### src/design/ifd_pkg.sv
// package: constants, payload types, control structs and crc step for the frame decoder
`timescale 1ns / 1ps

package ifd_pkg;

    localparam int CHANNELS  = 16;
    localparam int CRC_SPAN  = 3 + 2 * CHANNELS;
    localparam int STORE_LEN = 1 + 2 * CHANNELS;
    localparam int CH_W      = (CHANNELS > 1) ? $clog2(CHANNELS) : 1;
    localparam int PW        = $clog2(STORE_LEN);

    localparam logic [7:0]  SYNC_FIRST  = 8'hA5;
    localparam logic [7:0]  SYNC_SECOND = 8'h5A;
    localparam logic [15:0] CRC_POLY    = 16'h1021;
    localparam logic [15:0] CRC_INIT    = 16'hFFFF;

    typedef struct packed {
        logic [7:0]  data_byte;
        logic [63:0] time_ms;
    } t_in;

    typedef struct packed {
        logic [7:0]  frame_sequence;
        logic [3:0]  channel_index;
        logic [15:0] channel_strength;
        logic [63:0] received_time;
        logic        last_channel;
    } t_out;

    typedef enum logic [2:0] {
        S_HUNT,
        S_SYNC,
        S_BODY,
        S_CRC_LO,
        S_CRC_HI,
        S_EMIT
    } t_state;

    // controller to datapath
    typedef struct packed {
        logic crc_first;
        logic crc_next;
        logic crc_init;
        logic pos_clear;
        logic store;
        logic lo_load;
        logic accept;
        logic ch_clear;
        logic emit_load;
    } t_cmd;

    // datapath to controller
    typedef struct packed {
        logic is_first;
        logic is_second;
        logic body_last;
        logic frame_good;
        logic ch_last;
        logic out_free;
    } t_sts;

    // one byte of crc-16/ccitt-false, msb first
    function automatic logic [15:0] crc_feed(input logic [15:0] crc, input logic [7:0] b);
        logic [15:0] c;
        c = crc ^ {b, 8'h00};
        for (int k = 0; k < 8; k++) begin
            c = c[15] ? ((c << 1) ^ CRC_POLY) : (c << 1);
        end
        return c;
    endfunction

endpackage

### src/design/ifd_ctrl.sv
// controller state machine of the frame decoder
`timescale 1ns / 1ps

module ifd_ctrl (
    input  logic          i_clk,
    input  logic          i_rst_n,
    input  logic          i_in_valid,
    input  ifd_pkg::t_sts i_sts,
    output ifd_pkg::t_cmd o_cmd,
    output logic          o_in_stall
);
    import ifd_pkg::*;

    t_state r_state;
    t_state n_state;
    logic   in_acc;

    assign o_in_stall = (r_state == S_EMIT);
    assign in_acc     = i_in_valid && (r_state != S_EMIT);

    always_ff @(posedge i_clk) begin
        if (!i_rst_n) begin
            r_state <= S_HUNT;
        end else begin
            r_state <= n_state;
        end
    end

    // next state
    always_comb begin
        n_state = r_state;
        case (r_state)
            S_HUNT: begin
                if (in_acc && i_sts.is_first) n_state = S_SYNC;
            end
            S_SYNC: begin
                if (in_acc) begin
                    if (i_sts.is_second)     n_state = S_BODY;
                    else if (!i_sts.is_first) n_state = S_HUNT;
                end
            end
            S_BODY: begin
                if (in_acc && i_sts.body_last) n_state = S_CRC_LO;
            end
            S_CRC_LO: begin
                if (in_acc) n_state = S_CRC_HI;
            end
            S_CRC_HI: begin
                if (in_acc) n_state = i_sts.frame_good ? S_EMIT : S_HUNT;
            end
            S_EMIT: begin
                if (i_sts.out_free && i_sts.ch_last) n_state = S_HUNT;
            end
            default: n_state = S_HUNT;
        endcase
    end

    // commands
    always_comb begin
        o_cmd = '0;
        case (r_state)
            S_HUNT: begin
                o_cmd.crc_first = in_acc && i_sts.is_first;
            end
            S_SYNC: begin
                o_cmd.crc_next  = in_acc && i_sts.is_second;
                o_cmd.pos_clear = in_acc && i_sts.is_second;
                o_cmd.crc_first = in_acc && !i_sts.is_second && i_sts.is_first;
                o_cmd.crc_init  = in_acc && !i_sts.is_second && !i_sts.is_first;
            end
            S_BODY: begin
                o_cmd.store    = in_acc;
                o_cmd.crc_next = in_acc;
            end
            S_CRC_LO: begin
                o_cmd.lo_load = in_acc;
            end
            S_CRC_HI: begin
                o_cmd.crc_init = in_acc;
                o_cmd.accept   = in_acc && i_sts.frame_good;
                o_cmd.ch_clear = in_acc && i_sts.frame_good;
            end
            S_EMIT: begin
                o_cmd.emit_load = i_sts.out_free;
            end
            default: o_cmd = '0;
        endcase
    end

endmodule

### src/design/ifd_datapath.sv
// datapath of the frame decoder: crc, strength memory, frame registers, output register
`timescale 1ns / 1ps

module ifd_datapath (
    input  logic            i_clk,
    input  logic            i_rst_n,
    input  ifd_pkg::t_in    i_in_data,
    input  ifd_pkg::t_cmd   i_cmd,
    output ifd_pkg::t_sts   o_sts,
    output logic            o_out_valid,
    input  logic            i_out_stall,
    output ifd_pkg::t_out   o_out_data
);
    import ifd_pkg::*;

    logic [15:0]     r_mem [CHANNELS];
    logic [15:0]     r_rd;
    logic [15:0]     r_crc;
    logic [PW-1:0]   r_pos;
    logic [CH_W-1:0] r_ch;
    logic [CH_W-1:0] n_ch;
    logic [7:0]      r_lo;
    logic [7:0]      r_crc_lo;
    logic [7:0]      r_seq_frame;
    logic [7:0]      r_last_seq;
    logic            r_seen;
    logic [63:0]     r_time;
    logic            r_ovalid;
    t_out            r_out;
    logic [7:0]      b;
    logic [PW-1:0]   half_pos;
    logic [CH_W-1:0] widx;

    assign b        = i_in_data.data_byte;
    assign half_pos = (r_pos >> 1) - PW'(1);
    assign widx     = half_pos[CH_W-1:0];

    assign o_sts.is_first   = (b == SYNC_FIRST);
    assign o_sts.is_second  = (b == SYNC_SECOND);
    assign o_sts.body_last  = (r_pos == PW'(STORE_LEN - 1));
    assign o_sts.frame_good = (r_crc == {b, r_crc_lo}) &&
                              !(r_seen && (r_seq_frame == r_last_seq));
    assign o_sts.ch_last    = (r_ch == CH_W'(CHANNELS - 1));
    assign o_sts.out_free   = !r_ovalid || !i_out_stall;

    // read address runs one step ahead so r_rd always holds entry r_ch
    always_comb begin
        n_ch = r_ch;
        if (i_cmd.ch_clear) begin
            n_ch = '0;
        end else if (i_cmd.emit_load && !o_sts.ch_last) begin
            n_ch = r_ch + CH_W'(1);
        end
    end

    always_ff @(posedge i_clk) begin
        if (!i_rst_n) begin
            r_crc    <= CRC_INIT;
            r_seen   <= 1'b0;
            r_last_seq <= '0;
            r_ovalid <= 1'b0;
            r_pos    <= '0;
            r_ch     <= '0;
        end else begin
            if (i_cmd.crc_first) begin
                r_crc <= crc_feed(CRC_INIT, b);
            end else if (i_cmd.crc_next) begin
                r_crc <= crc_feed(r_crc, b);
            end else if (i_cmd.crc_init) begin
                r_crc <= CRC_INIT;
            end
            if (i_cmd.pos_clear) begin
                r_pos <= '0;
            end else if (i_cmd.store) begin
                r_pos <= r_pos + PW'(1);
            end
            if (i_cmd.accept) begin
                r_last_seq <= r_seq_frame;
                r_seen     <= 1'b1;
            end
            r_ch <= n_ch;
            if (i_cmd.emit_load) begin
                r_ovalid <= 1'b1;
            end else if (!i_out_stall) begin
                r_ovalid <= 1'b0;
            end
        end
    end

    // payload registers and strength memory
    always_ff @(posedge i_clk) begin
        if (i_cmd.store) begin
            if (r_pos == '0) begin
                r_seq_frame <= b;
            end else if (r_pos[0]) begin
                r_lo <= b;
            end else begin
                r_mem[widx] <= {b, r_lo};
            end
        end
        if (i_cmd.lo_load) begin
            r_crc_lo <= b;
        end
        if (i_cmd.accept) begin
            r_time <= i_in_data.time_ms;
        end
        r_rd <= r_mem[n_ch];
        if (i_cmd.emit_load) begin
            r_out.frame_sequence   <= r_last_seq;
            r_out.channel_index    <= 4'(r_ch);
            r_out.channel_strength <= r_rd;
            r_out.received_time    <= r_time;
            r_out.last_channel     <= o_sts.ch_last;
        end
    end

    assign o_out_valid = r_ovalid;
    assign o_out_data  = r_out;

endmodule

### src/design/ir_frame_decoder_crc16_top.sv
// top level of the infrared frame decoder with crc-16 check
`timescale 1ns / 1ps
// usage
//   input channel: one received byte and a millisecond timestamp per transfer
//   (i_in_valid / o_in_stall / i_in_data). output channel: one channel strength
//   per transfer (o_out_valid / i_out_stall / o_out_data).
//   the block hunts for the sync pair a5 5a, collects the sequence byte, the
//   little-endian strengths and the little-endian crc-16/ccitt-false, and on a
//   good frame with a new sequence number sends one result per channel, the
//   last one flagged with last_channel.
// timing
//   while a frame is being received one byte is taken every cycle.
//   the first result of a good frame is loaded into the output register from
//   the emit state, entered once its final crc byte is taken; the burst then
//   runs one result per cycle while the receiver does not stall, limited by the
//   single read port of the strength memory and the output register.
//   input is stalled for the whole burst and opens again as soon as the
//   last result is loaded. bad or repeated frames give no results and no stall.
// reset: synchronous, active low: back to hunting, crc preset, no sequence seen, output empty
// stall: a stalled result holds in the output register, and the burst waits
module ir_frame_decoder_crc16_top (
    input  logic          i_clk,
    input  logic          i_rst_n,
    input  logic          i_in_valid,
    output logic          o_in_stall,
    input  ifd_pkg::t_in  i_in_data,
    output logic          o_out_valid,
    input  logic          i_out_stall,
    output ifd_pkg::t_out o_out_data
);
    import ifd_pkg::*;

    // command and status between controller and datapath
    t_cmd cmd;
    t_sts sts;

    // sequencing: hunt, sync, body, crc bytes, result burst
    ifd_ctrl u_ctrl (
        .i_clk      (i_clk),
        .i_rst_n    (i_rst_n),
        .i_in_valid (i_in_valid),
        .i_sts      (sts),
        .o_cmd      (cmd),
        .o_in_stall (o_in_stall)
    );

    // crc, frame storage and output register
    ifd_datapath u_dp (
        .i_clk       (i_clk),
        .i_rst_n     (i_rst_n),
        .i_in_data   (i_in_data),
        .i_cmd       (cmd),
        .o_sts       (sts),
        .o_out_valid (o_out_valid),
        .i_out_stall (i_out_stall),
        .o_out_data  (o_out_data)
    );

endmodule

### config.mk
export PLATFORM = sky130hd
export DESIGN_NAME = ir_frame_decoder_crc16_top
export DESIGN_NICKNAME = d
export VERILOG_FILES = /design/src/design/ifd_pkg.sv /design/src/design/ifd_ctrl.sv /design/src/design/ifd_datapath.sv /design/src/design/ir_frame_decoder_crc16_top.sv
export SDC_FILE = /design/constraint.sdc
export NUM_CORES = 1
export LEC_CHECK = 0
export BUFFER_PORTS_ARGS = -buffer_cell sky130_fd_sc_hd__buf_2
export CAP_MARGIN = 5
export CORE_AREA = 2 2 188 190
export DETAILED_ROUTE_END_ITERATION = 10
export DIE_AREA = 0 0 190 192
export PLACE_DENSITY = 0.75
export SLEW_MARGIN = 20
export SYNTH_ARGS = -nofsm -noshare
export SYNTH_HDL_FRONTEND = slang
export SYNTH_SLANG_ARGS = --single-unit
### constraint.sdc
create_clock -name i_clk -period 8.1 [get_ports i_clk]
set_input_delay 1.62 -clock i_clk [delete_from_list [all_inputs] [get_ports i_clk]]
set_output_delay 1.62 -clock i_clk [all_outputs]
set_load 0.02 [all_outputs]
Yosys cells after proc, flatten, opt, wreduce, memory -nomap -nowiden. Memory sizes are Yosys's and may differ from the RTL's. A register that Yosys moved wholly into a read port is not among the register bits. Index checks and enable logic that the tools add are counted. Widths: inputs -> output; s select.

Register bits: 220. Memories: 1. Logic and storage cells: 131. Input port bits: 76. Output and inout bits: 95. RAM bits: 256.

Memories: u_dp.r_mem (depth 16, width 16, rd ports 1, clocked after Yosys merged registers in 1, write ports 1, line ifd_datapath.sv:16) `logic [15:0] r_mem [CHANNELS];`.

Reduce and logical (&&, ||, !) cells: 26. Add/sub/neg operators: 3. Bitwise logic cells: 20. Muxes and demuxes: 45. Eq/ne operators: 20.

Operator list (number): $mux 13 (16); $mux 16 (3); $not 3->3 (16); $mux 3 (9); $pmux 3 s6 (1); $eq 16x16->1 (1); $not 16->16 (1); $xor 16x16->16 (1); $ne 2x1->1 const B (7); $logic_and 1x1->1 (12); $mux 1 (10); $eq 8x7->1 const B (1); $eq 8x8->1 (1); $eq 8x8->1 const B (1); $mux 4 (2); $reduce_and 7->1 (1); $add 6x1->6 const B (1); $eq 3x2->1 const B (2); $eq 3x3->1 const B (2); $eq 6x6->1 const B (1); $logic_not 1->1 (6); $logic_not 6->1 (1); $ne 3x3->1 const B (2); $pmux 1 s2 (3); other kinds (12) (13).

Depth between registers and ports, before layout.
Depth after elaboration: 19. Gate-level depth with buffers: 13. Mapped depth without buffers: 10.

Cells and area by module. A second synthesis with hierarchy kept.

Cell total of the unflattened synthesis: 1136. Area, all modules: 18730.5 sq um.

By module, submodules not included: ifd_datapath (area an instance 18366.4 sq um, cells each 1087, instances 1, seq. area each 14163.6 sq um); ifd_ctrl (area an instance 364.1 sq um, cells each 49, instances 1, seq. area each 60.1 sq um).

Least setup slack after synthesis. Ideal clock, no wire load.

Kind: input to register. Start point: input port i_out_stall. End point: register u_dp.r_rd[12] (read register of u_dp.r_mem). Required time: 7.984 ns. Cell stages on the path: 7. Slack: -0.272 ns. Data arrival time: 8.256 ns. Setup time: 0.116 ns. Path buffers: 2. Cell sequence: a21oi_1 -> a31oi_2 -> and2_4 -> buf_6 -> buf_6 -> a2111o_1 -> a31o_1.

Cells in the longest elaborated chain, start to end: 6.

Ends and longest elaborated chain: from (decl) (line ir_frame_decoder_crc16_top.sv:28) `input logic i_out_stall,`; $logic_not 1->1 (line ifd_datapath.sv:44) `assign o_sts.out_free = !r_ovalid || !i_out_stall;`; $logic_or 1x1->1 (line ifd_datapath.sv:44); $mux 1 (line ifd_ctrl.sv:61) `case (r_state)`; $logic_and 1x1->1 (line ifd_datapath.sv:51) `end else if (i_cmd.emit_load && !o_sts.ch_last) begin`; $mux 4 (line ifd_datapath.sv:51); $mux 4 (line ifd_datapath.sv:49) `if (i_cmd.ch_clear) begin`; to (decl) (line ifd_datapath.sv:17) `logic [15:0] r_rd;`.

No other way between the ends. A chain may end at the register's enable or synchronous reset.

Worst setup path in the final report.
Start point: input port i_in_data[71] (netlist bit). End point: register u_dp.r_rd[1] (read register of u_dp.r_mem).

Cells in the longest elaborated chain, start to end: 5.

Ends and longest elaborated chain: from (decl) (line ir_frame_decoder_crc16_top.sv:26) `input ifd_pkg::t_in i_in_data,`; $eq 16x16->1 (line ifd_datapath.sv:41) `assign o_sts.frame_good = (r_crc == {b, r_crc_lo}) &&`; $logic_and 1x1->1 (line ifd_datapath.sv:41); $logic_and 1x1->1 (line ifd_ctrl.sv:81) `o_cmd.ch_clear = in_acc && i_sts.frame_good;`; $mux 2 (line ifd_ctrl.sv:61); $mux 4 (line ifd_datapath.sv:49).

No other way between the ends.

==> metrics <==
status complete, no violations; RSZ-0062 raised after global routing no; CP endpoint u_dp.r_rd[1]; worst hold path type reg2reg; Vias/cell 6.03; Synth Net Count 1152; CTS clock-pin slew for the worst setup and hold paths 0.06 ns; Arrival @ worst endpoint 5.35 ns; Total GRT Usage 0.227; fin crit period 4.92 ns; Comb pwr share 0.011; number of global-route vias before repair 10523; Seq cells post-synth 492; critical path's slowest cell buf_4; Via Count 10520; number of core rows 68; total grt overflow 0; worst r2r path cells 10; overall power 4.88 mW; area leader, netlist edfxtp_1; area grow syn2layout 15.8%; Avg Cell Area, Syn 16.9 um2; CP Depth 12; share of cells above drive strength 1 0.234; YS warnings 0; post-synthesis sequential area ratio 0.785; Syn Std Cell Area 18100 um2; first-pass GRT wire length 62.2 mm; launch point of the worst reg-to-reg path u_ctrl.r_state[0]; clock tree buffer depth 3; top cell type's share of synthesized area 0.724; hold buffer count at CTS 0; Leak 6.95 nW; final WL 41.9 mm; Switching Fraction 0.191; RD Place Congestion 0.823; Multi-input gate area 3670 um2; Clk network pwr share 0.428; TritonCTS Buffers 48; Max Cap Viol 0; Post-DRT Antenna Nets 0; Switch Pwr 931 uW; r2r setup slk 3.90 ns; postcts setup bufs 0; hold wc startpoint u_dp.r_rd[0]; Max-Slew Margin vs Limit 0.238; Die Y-Extent 192 um; EDFF count, synth 437; # clock sinks 492; flip-flop and latch area 14200 um2; Crit path required time 8.54 ns; peak fanout along the critical path 48; startpoint types input port; Worst-Skew Late Latency 0.56 ns; Die Width 190 um; Cells after Synth 1073; CP Launch Point i_in_data[71]; setup TNS 0 ns; nets 1330; antenna cells 0; DRC Markers 0; CTS root buffer clkbuf_16; Synth area leaders edfxtp_1 (72%), dfxtp_1 (6.1%), mux2i_1 (1.8%); Least-Margin Pin Slew 1.14 ns; crit-path cells buf_2 -> xor2_1 -> nor4_2 -> nand4_1 -> nor3_2 -> nand4_1 -> buf_4 -> clkinv_2 -> buf_4 -> nor3_1 -> a2111o_1 -> a31o_1; H-tree Lvls 2; Initial Util 0.528; input/output buffers 170; commonest non-fill, non-tap cell in the layout edfxtp_1; first drt pass iteration count 5; initial antenna violation count 1; Final Slew Violations 0; Peak VDD IR 0.000187 V; pre-CTS setup slack 2.63 ns; Resized cells post-CTS 0; fin worst setup slack 3.18 ns; core area 34300 um2; Final Cycle Share 0.607; Crit path max-delay family buffers and inverters; # setup viols final 0; wire per inst 24.0 um; most frequent cells in the layout edfxtp_1 (437), buf_2 (170), dfxtp_1 (55), nand2_1 (50), clkbuf_16 (49); Setup crit end kind flip-flop; Max Freq 203 MHz; PwrDens 233 nW/um2; fraction of registers with async set/reset 0; Final Util 0.612; Initial DRC Count 1202; io pins 171; clock skew 0.0276 ns; CTS tree yes; ys flop type edfxtp_1; post-DP HPWL 24.7 mm; Yosys cell types 60; critical path class in2reg; fill count 2442; Die Area 36500 um2; Seq pwr share 0.561; Fin. Hold Viols 0; pin count of the biggest net entering global routing 84; Buf/Inv on CP 4; Reg2Reg Capture Point u_dp.r_rd[3]; slowest cell delay on critical path 0.65 ns; P_int 3.95 mW
## cell type report
type / instances / share of cell area
sequential: 492 / 0.678
timing repair buffer: 188 / 0.0470
clock inverter: 23 / 0.00805
tap: 455 / 0.0271
clock buffer: 65 / 0.0623
multi-input combinational: 509 / 0.175
inverter: 12 / 0.00221
## sequential cells by signal, summed over array words and instances (netlist names)
name and count:
u_dp.r_pos 6, u_dp.r_seq_frame 8, u_dp.r_crc_lo 8, u_dp.r_ch 4, u_ctrl.r_state 3, u_dp.o_out_valid 1, u_dp.o_out_data 93, u_dp.r_last_seq 8
u_dp.r_seen 1, u_dp.r_time 64, u_dp.r_rd 16, u_dp.r_lo 8, u_dp.r_mem 256, u_dp.r_crc 16
## synthesized netlist by cell type, types with 23 or more instances
cell and number:
edfxtp_1 437, dfxtp_1 55, nand2_1 50, o21ai_0 45
a21oi_1 37, mux2i_1 32, nand3_1 29, nor2_1 28
clkbuf_1 26, nor3_1 25, o22ai_1 24, xor2_1 23
## per-layer routing
layer  routed length (um)  up-vias  GRT usage
met5                   13        -          0
met4                  979        2     0.0739
met3                 3790       73     0.0389
met2                20700      590      0.383
met1                16500     5237      0.303
li1                     -     4618          -
## power groups by stage
stage | clock network, mW | registers, mW | logic [mW]
detailed placement | 0 | 2.79 | 0.0541
global placement | 0 | 2.79 | 0.0535
CTS | 2.11 | 2.74 | 0.0554
global route | 2.21 | 2.74 | 0.0599
floorplan | 0 | 2.79 | 0.0164
finish | 2.09 | 2.74 | 0.0556
## through the flow
stage,area [um2],hold WS [ns],cells
final,21000,0.408,1744
after global routing,21000,0.412,1744
after CTS,21000,0.409,1744
after detailed placement,19500,0.392,1656
after global placement,19500,0.389,1656
after floorplan,18100,0.386,1073
## how the worst min path moves through the flow
stage | end | slack (ns) | cells past startpoint
floorplan | u_dp.o_out_data[65] | 0.39 | 0
global placement | u_dp.o_out_data[67] | 0.39 | 0
detailed placement | u_dp.o_out_data[68] | 0.39 | 0
CTS | u_dp.o_out_data[65] | 0.41 | 0
global route | u_dp.o_out_data[72] | 0.41 | 0
finish | u_dp.o_out_data[65] | 0.41 | 0
## cells by family (layout without fill, tap and decap cells)
family | Yosys count | in the layout | synth area share
mux | 49 | 49 | 0.0285
compound gates | 241 | 241 | 0.0971
flops | 492 | 492 | 0.785
buf+inv | 72 | 288 | 0.0183
xor+xnor | 45 | 45 | 0.0222
simple gates | 171 | 171 | 0.0467
fa+ha+maj | 3 | 3 | 0.00207
No activity file was read; power rests on OpenSTA's default activity.
